### src/rtl/rthsv_pkg.sv
// ---------------------------------------------------------------------------
// rthsv_pkg: shared types for the rgb to hsv pixel converter
// Channel width, divider widths and the beat that walks the divider pipeline.
// ---------------------------------------------------------------------------
package rthsv_pkg;

    localparam int COLOR_BITS = 12;
    // 6 * chroma needs three more bits than a channel
    localparam int HUE_W      = COLOR_BITS + 3;

    typedef logic [COLOR_BITS-1:0] t_chan;
    typedef logic [HUE_W-1:0]      t_hdiv;

    typedef enum logic [1:0] {
        MAX_RED,
        MAX_GREEN,
        MAX_BLUE
    } t_maxsel;

    // one beat of both restoring dividers; the quotient shifts in where
    // the low dividend bits shift out
    typedef struct packed {
        logic  valid;
        t_chan s_rem;
        t_chan s_quo;
        t_chan s_div;
        t_hdiv h_rem;
        t_chan h_quo;
        t_hdiv h_div;
        t_chan bright;
    } t_div_beat;

endpackage

### src/rtl/rthsv_div_step.sv
// ---------------------------------------------------------------------------
// rthsv_div_step: one quotient bit of the saturation and hue dividers
// Registered restoring step, both dividers side by side, value rides along.
// ---------------------------------------------------------------------------
module rthsv_div_step
    import rthsv_pkg::*;
(
    input  logic      i_clk,
    input  logic      i_rst_n,
    input  t_div_beat i_beat,
    output t_div_beat o_beat
);

    t_div_beat r_beat;
    t_div_beat n_beat;

    logic [COLOR_BITS:0] s_trial;
    logic [COLOR_BITS:0] s_diff;
    logic                s_ge;
    logic [HUE_W:0]      h_trial;
    logic [HUE_W:0]      h_diff;
    logic                h_ge;

    always_comb begin
        s_trial = {i_beat.s_rem, i_beat.s_quo[COLOR_BITS-1]};
        s_diff  = s_trial - {1'b0, i_beat.s_div};
        s_ge    = (s_trial >= {1'b0, i_beat.s_div});
        h_trial = {i_beat.h_rem, i_beat.h_quo[COLOR_BITS-1]};
        h_diff  = h_trial - {1'b0, i_beat.h_div};
        h_ge    = (h_trial >= {1'b0, i_beat.h_div});

        n_beat       = i_beat;
        n_beat.s_rem = s_ge ? s_diff[COLOR_BITS-1:0] : s_trial[COLOR_BITS-1:0];
        n_beat.s_quo = {i_beat.s_quo[COLOR_BITS-2:0], s_ge};
        n_beat.h_rem = h_ge ? h_diff[HUE_W-1:0] : h_trial[HUE_W-1:0];
        n_beat.h_quo = {i_beat.h_quo[COLOR_BITS-2:0], h_ge};
    end

    always_ff @(posedge i_clk) begin
        if (!i_rst_n) begin
            r_beat.valid <= 1'b0;
        end else begin
            r_beat.valid <= n_beat.valid;
        end
        r_beat.s_rem  <= n_beat.s_rem;
        r_beat.s_quo  <= n_beat.s_quo;
        r_beat.s_div  <= n_beat.s_div;
        r_beat.h_rem  <= n_beat.h_rem;
        r_beat.h_quo  <= n_beat.h_quo;
        r_beat.h_div  <= n_beat.h_div;
        r_beat.bright <= n_beat.bright;
    end

    assign o_beat = r_beat;

endmodule

### src/rtl/rgb_to_hsv_pixel.sv
// ---------------------------------------------------------------------------
// rgb_to_hsv_pixel: rgb pixel to hue, saturation and value
// Takes one pixel a clock and returns one hsv result for each, in order.
// ---------------------------------------------------------------------------
// A pixel is taken on every clock where start is high; busy never rises, so
// the converter sustains one pixel per clock. Each result appears on o_hue,
// o_saturation and o_brightness for the one cycle where o_valid is high,
// COLOR_BITS + 2 clocks after the edge that took the pixel (14 at 12 bits),
// and must be captured then. The latency is set by the two restoring
// dividers, which resolve one quotient bit per pipeline stage behind two
// stages that find max, min, chroma and the hue numerator.
module rgb_to_hsv_pixel
    import rthsv_pkg::*;
(
    input  logic  i_clk,
    input  logic  i_rst_n,
    input  logic  start,
    output logic  busy,
    input  t_chan i_red,
    input  t_chan i_green,
    input  t_chan i_blue,
    output logic  o_valid,
    output t_chan o_hue,
    output t_chan o_saturation,
    output t_chan o_brightness
);

    // stage a: captured pixel
    logic    r_a_valid;
    t_chan   r_a_red;
    t_chan   r_a_green;
    t_chan   r_a_blue;

    // stage b: max channel and min found
    logic    r_b_valid;
    t_maxsel r_b_sel;
    t_maxsel n_b_sel;
    t_chan   r_b_max;
    t_chan   n_b_max;
    t_chan   r_b_min;
    t_chan   n_b_min;
    t_chan   r_b_red;
    t_chan   r_b_green;
    t_chan   r_b_blue;

    // stage c: divider operands
    t_chan                 c_chroma;
    t_hdiv                 c_chroma6;
    t_hdiv                 c_num;
    logic [2*COLOR_BITS-1:0] c_sat_dvd;
    t_div_beat             n_c_beat;

    t_div_beat r_c_beat;
    t_div_beat w_beat [COLOR_BITS+1];

    assign busy = 1'b0;

    always_ff @(posedge i_clk) begin
        if (!i_rst_n) begin
            r_a_valid <= 1'b0;
            r_b_valid <= 1'b0;
        end else begin
            r_a_valid <= start && !busy;
            r_b_valid <= r_a_valid;
        end
        r_a_red   <= i_red;
        r_a_green <= i_green;
        r_a_blue  <= i_blue;
        r_b_sel   <= n_b_sel;
        r_b_max   <= n_b_max;
        r_b_min   <= n_b_min;
        r_b_red   <= r_a_red;
        r_b_green <= r_a_green;
        r_b_blue  <= r_a_blue;
    end

    // ties go to red, then green
    always_comb begin
        if ((r_a_red >= r_a_green) && (r_a_red >= r_a_blue)) begin
            n_b_sel = MAX_RED;
            n_b_max = r_a_red;
        end else if (r_a_green >= r_a_blue) begin
            n_b_sel = MAX_GREEN;
            n_b_max = r_a_green;
        end else begin
            n_b_sel = MAX_BLUE;
            n_b_max = r_a_blue;
        end
        if ((r_a_red <= r_a_green) && (r_a_red <= r_a_blue)) begin
            n_b_min = r_a_red;
        end else if (r_a_green <= r_a_blue) begin
            n_b_min = r_a_green;
        end else begin
            n_b_min = r_a_blue;
        end
    end

    always_comb begin
        c_chroma  = r_b_max - r_b_min;
        c_chroma6 = {1'b0, c_chroma, 2'b00} + {2'b00, c_chroma, 1'b0};
        // modulo 2^HUE_W arithmetic; the true numerator is below 6 * chroma
        case (r_b_sel)
            MAX_RED: begin
                if (r_b_green >= r_b_blue) begin
                    c_num = {3'b000, r_b_green} - {3'b000, r_b_blue};
                end else begin
                    c_num = c_chroma6 + {3'b000, r_b_green} - {3'b000, r_b_blue};
                end
            end
            MAX_GREEN: begin
                c_num = {2'b00, c_chroma, 1'b0} + {3'b000, r_b_blue}
                        - {3'b000, r_b_red};
            end
            MAX_BLUE: begin
                c_num = {1'b0, c_chroma, 2'b00} + {3'b000, r_b_red}
                        - {3'b000, r_b_green};
            end
            default: begin
                c_num = '0;
            end
        endcase
        // chroma * (2^N - 1)
        c_sat_dvd = {c_chroma, {COLOR_BITS{1'b0}}} - {{COLOR_BITS{1'b0}}, c_chroma};

        n_c_beat.valid  = r_b_valid;
        n_c_beat.s_rem  = c_sat_dvd[2*COLOR_BITS-1:COLOR_BITS];
        n_c_beat.s_quo  = c_sat_dvd[COLOR_BITS-1:0];
        // a black pixel divides a zero dividend by one, which gives the zero result;
        // grey pixels have a zero dividend as well
        n_c_beat.s_div  = (r_b_max == '0) ? t_chan'(1) : r_b_max;
        n_c_beat.h_rem  = c_num;
        n_c_beat.h_quo  = '0;
        n_c_beat.h_div  = (c_chroma == '0) ? t_hdiv'(1) : c_chroma6;
        n_c_beat.bright = r_b_max;
    end

    always_ff @(posedge i_clk) begin
        if (!i_rst_n) begin
            r_c_beat.valid <= 1'b0;
        end else begin
            r_c_beat.valid <= n_c_beat.valid;
        end
        r_c_beat.s_rem  <= n_c_beat.s_rem;
        r_c_beat.s_quo  <= n_c_beat.s_quo;
        r_c_beat.s_div  <= n_c_beat.s_div;
        r_c_beat.h_rem  <= n_c_beat.h_rem;
        r_c_beat.h_quo  <= n_c_beat.h_quo;
        r_c_beat.h_div  <= n_c_beat.h_div;
        r_c_beat.bright <= n_c_beat.bright;
    end

    assign w_beat[0] = r_c_beat;

    for (genvar gi = 0; gi < COLOR_BITS; gi++) begin : g_div
        rthsv_div_step u_step (
            .i_clk   (i_clk),
            .i_rst_n (i_rst_n),
            .i_beat  (w_beat[gi]),
            .o_beat  (w_beat[gi+1])
        );
    end

    assign o_valid      = w_beat[COLOR_BITS].valid;
    assign o_hue        = w_beat[COLOR_BITS].h_quo;
    assign o_saturation = w_beat[COLOR_BITS].s_quo;
    assign o_brightness = w_beat[COLOR_BITS].bright;

endmodule

### config.mk
export PLATFORM = sky130hd
export DESIGN_NAME = rgb_to_hsv_pixel
export DESIGN_NICKNAME = d
export VERILOG_FILES = /design/src/rtl/rthsv_pkg.sv /design/src/rtl/rthsv_div_step.sv /design/src/rtl/rgb_to_hsv_pixel.sv
export SDC_FILE = /design/constraint.sdc
export NUM_CORES = 2
export LEC_CHECK = 0
export ABC_CLOCK_PERIOD_IN_PS = 15850
export BUFFER_PORTS_ARGS = -buffer_cell sky130_fd_sc_hd__buf_4
export CELL_PAD_IN_SITES_DETAIL_PLACEMENT = 0
export CELL_PAD_IN_SITES_GLOBAL_PLACEMENT = 1
export CORE_MARGIN = 1.5
export CORE_UTILIZATION = 35
export DETAILED_ROUTE_END_ITERATION = 8
export PLACE_DENSITY_LB_ADDON = 0.25
export SKIP_CTS_REPAIR_TIMING = 1
export SLEW_MARGIN = 40
export SYNTH_ARGS = -nofsm -noshare
export SYNTH_HDL_FRONTEND = slang
export SYNTH_SLANG_ARGS = --single-unit
### constraint.sdc
create_clock -name i_clk -period 15.85 [get_ports i_clk]
set_clock_uncertainty 0.15 [all_clocks]
set_input_delay 3.17 -clock i_clk [delete_from_list [all_inputs] [get_ports i_clk]]
set_output_delay 3.17 -clock i_clk [all_outputs]
set_load 0.05 [all_outputs]
==> metrics <==
status finished, final reports clean; Setup WS post-layout a little under 10 ns; CTS root buffer clkbuf_16; ANT cells 0; Final ANT Viol Nets 0; Compound-Gate Fraction of Synth Area 0.118; Syn. warnings 0; multiplexer share of the synthesized area 0.0461; Die W 369 um; post-placement cell area 49,700 sq um; multi-input logic area 21,600 sq um; Main synth FF type dfxtp_1; I/O pins 77; Skew-Pair Late Insertion Delay roughly 0.75 ns; Slew headroom 0.456; worst-margin pin slew 0.811 ns; layout cell share with drive strength beyond 1 0.111; Die Span Y around 370 um; largest family of logic cells by synthesized area adder cells; largest net degree at the start of global routing 29; Fmax 163 MHz; Area Growth Syn to Fin 15.6%; hold violation count in the final report 0; Setup TNS 0 ns; initial antenna violation count 2; Cells after Synth 4,589; register area 23,000 sq um; DR vias 30,500; crit path max fanout 6; post-DP HPWL between 70,000 and 80,000 um; Final Instance Area 54,300 sq um; fin crit period 6.12 ns; Post-Synthesis Cell Area 47,000 sq um; drt wl/cell ~15 um; crit path kind reg -> reg; cell family with most CP delay compound AO/OA/AOI/OAI gates; clock tree from TritonCTS yes; fin. max-slew vios 0; RSZ-0062 raised after global routing false; Seq/Total Area, Yosys 0.490; Initial Util 0.353; fin util 0.408; Post-Place Worst Slack 9.59 ns; fin crit share 0.386; Die ar. 137,000 sq um; total of max-cap violations 0; CTS max path bufs 3; final layout net count 5,305; grt ovf 0; Synth Area in Adders 0.144; Worst Path Required 16.33 ns; Setup violations, final 0; Fillers ~13,000; CP max stage cell xnor2_1; Cell Rows 134; Via density 4.60; deepest level of the CTS H-tree 4; mean post-synth cell area 10.2 sq um; DRC 0; IO Port Bufs 75; crit end category flop; Inserted Clock Buffers 132; buffers plus inverters on the worst setup path 1; core box area 133,000 sq um; Mapped Nets 5,134; Synth Area in XOR/XNOR 0.0465; drt first pass iters 5; synth unique cells 87; startpoint types flop; Yosys reg bits 1,151; Arr. time, crit path 6.60 ns; total routed wirelength approximately 100,000 um; crit-path max cell delay roughly 0.66 ns; simple-gate area share of the yosys netlist 0.102; vias in the first global route 31,100; worst path cell trace ha_1 -> a21oi_1 -> nand2_1 -> xnor2_1 -> ha_1 -> a21oi_1 -> and2b_2 -> a221oi_4 -> a21oi_2 -> xnor2_1 -> fa_1 -> inv_1 -> ha_1 -> and2_1 -> a31o_2 -> o31a_1 -> a21o_1 -> a21oi_1 -> xor2_1 -> nor3b_1 -> mux2_4 -> a21oi_2; Hold/Removal Path Class reg -> reg; Async S/R FF share, synth 0; RD Place Congestion 0.842; clk slew on worst S/H paths approximately 0.060 ns; CTS Sinks around 1,200; first-pass GRT wire length 162,000 um; Tot GR Track Use 0.148; 1st-iter DRT viols 1,116; Post-synth EDFFs 0
-- state kept, by name (all words and copies together), names as in the netlist, 2 cells and up --
register,flops
g_div.u_step.o_beat,972
r_a_blue,12
r_b_min,12
r_a_green,12
r_b_green,12
r_b_sel,2
r_b_max,12
r_b_blue,12
r_c_beat,79
r_a_red,12
r_b_red,12
-- synthesized netlist by cell type (16+ instances only) --
library cell	count	area, sq um
dfxtp_1	1151	23000
nor4_1	24	150
and3_1	17	106
nor3_1	78	390
nand2b_1	42	263
xnor2_1	171	1500
o21ai_0	218	1090
nor2_1	275	1030
fa_1	60	1200
o31a_1	24	210
or3_1	19	119
or2_2	31	194
ha_1	446	5580
nand4_1	80	500
a31oi_1	16	100
mux2i_1	53	531
and2_1	26	163
a21oi_1	190	951
o21a_1	56	420
a211oi_1	52	390
nand3_1	54	270
clkbuf_1	44	165
mux2_2	144	1620
nand2_1	248	931
nor2b_1	85	532
inv_1	575	2160
o31ai_1	43	323
o21bai_1	19	143
xor2_1	74	648
a21boi_0	46	345
a21o_1	73	548
-- worst reg2reg max path: stages, from the launching register on --
cell and delay, ns:
dfxtp_1 0.41, ha_1 0.33, a21oi_1 0.21, nand2_1 0.14, xnor2_1 0.66, ha_1 0.39
a21oi_1 0.21, and2b_2 0.27, a221oi_4 0.28, a21oi_2 0.15, xnor2_1 0.33, fa_1 0.48
inv_1 0.07, ha_1 0.27, and2_1 0.17, a31o_2 0.22, o31a_1 0.31, a21o_1 0.19
a21oi_1 0.17, xor2_1 0.18, nor3b_1 0.21, mux2_4 0.18, a21oi_2 0.03
-- cells by family after synthesis --
kind of cell / after synthesis
compound gates: 847
fa+ha+maj: 506
xor+xnor: 247
flops: 1151
other cells: 1
simple gates: 998
mux: 198
buf+inv: 641
-- worst paths after layout --
| path | start | slack (ns) | end | cells past startpoint |
|---|---|---|---|---|
| setup / recovery | r_b_max[2]$_DFF_P_ | 9.73 | r_c_beat[53]$_DFF_P_ | 22 |
| hold / removal | r_c_beat[69]$_DFF_P_ | 0.16 | g_div[0].u_step.o_beat[70]$_DFF_P_ | 0 |
| setup reg to reg | r_b_max[2]$_DFF_P_ | 9.73 | r_c_beat[53]$_DFF_P_ | 22 |
| hold reg to reg | r_c_beat[69]$_DFF_P_ | 0.16 | g_div[0].u_step.o_beat[70]$_DFF_P_ | 0 |
-- area by class of cell --
type                            count  area share
Timing Repair Buffer              101      0.0140
Inverter                          577      0.0399
Clock inverter                     62      0.0139
Sequential cell                  1151       0.424
Clock buffer                      176      0.0694
Tap cell                         1768      0.0407
Multi-Input combinational cell   2797       0.398
-- stage by stage --
step / std cells / hold WS (ns)
3_3_place_gp: 6392 / 0.160
6_report: 6632 / 0.156
2_1_floorplan: 4589 / 0.160
4_1_cts: 6632 / 0.160
5_1_grt: 6632 / 0.155
3_5_place_dp: 6394 / 0.162
-- layer usage --
metal,vias up,part of all wire,wire length (um),GRT usage
met2,393,0.50,50000,0.271
met4,0,0.026,2630,0.0505
met1,14000,0.44,43800,0.170
li1,15900,-,-,-
met5,-,0,0,0
met3,163,0.032,3170,0.0269
-- cells in the final DEF (no fill, tap or decap), types with 25 or more instances in the layout --
cell / instances
or2_2: 31
a21o_1: 73
nand2_1: 248
and2_1: 25
dfxtp_1: 1151
inv_1: 575
a21oi_1: 186
xnor2_1: 170
ha_1: 446
mux2i_1: 53
nor3_1: 78
o31ai_1: 43
nor2b_1: 85
clkbuf_16: 135
nand3_1: 54
mux2_2: 144
nand2b_1: 41
nand4_1: 80
nor2_1: 274
xor2_1: 72
a211oi_1: 52
o21ai_0: 218
fa_1: 60
a21boi_0: 46
o21a_1: 56
buf_4: 101
Power is left out: the tool's default activity adds up to more than one toggle a clock period on the data nets, which glitch-free logic cannot reach.
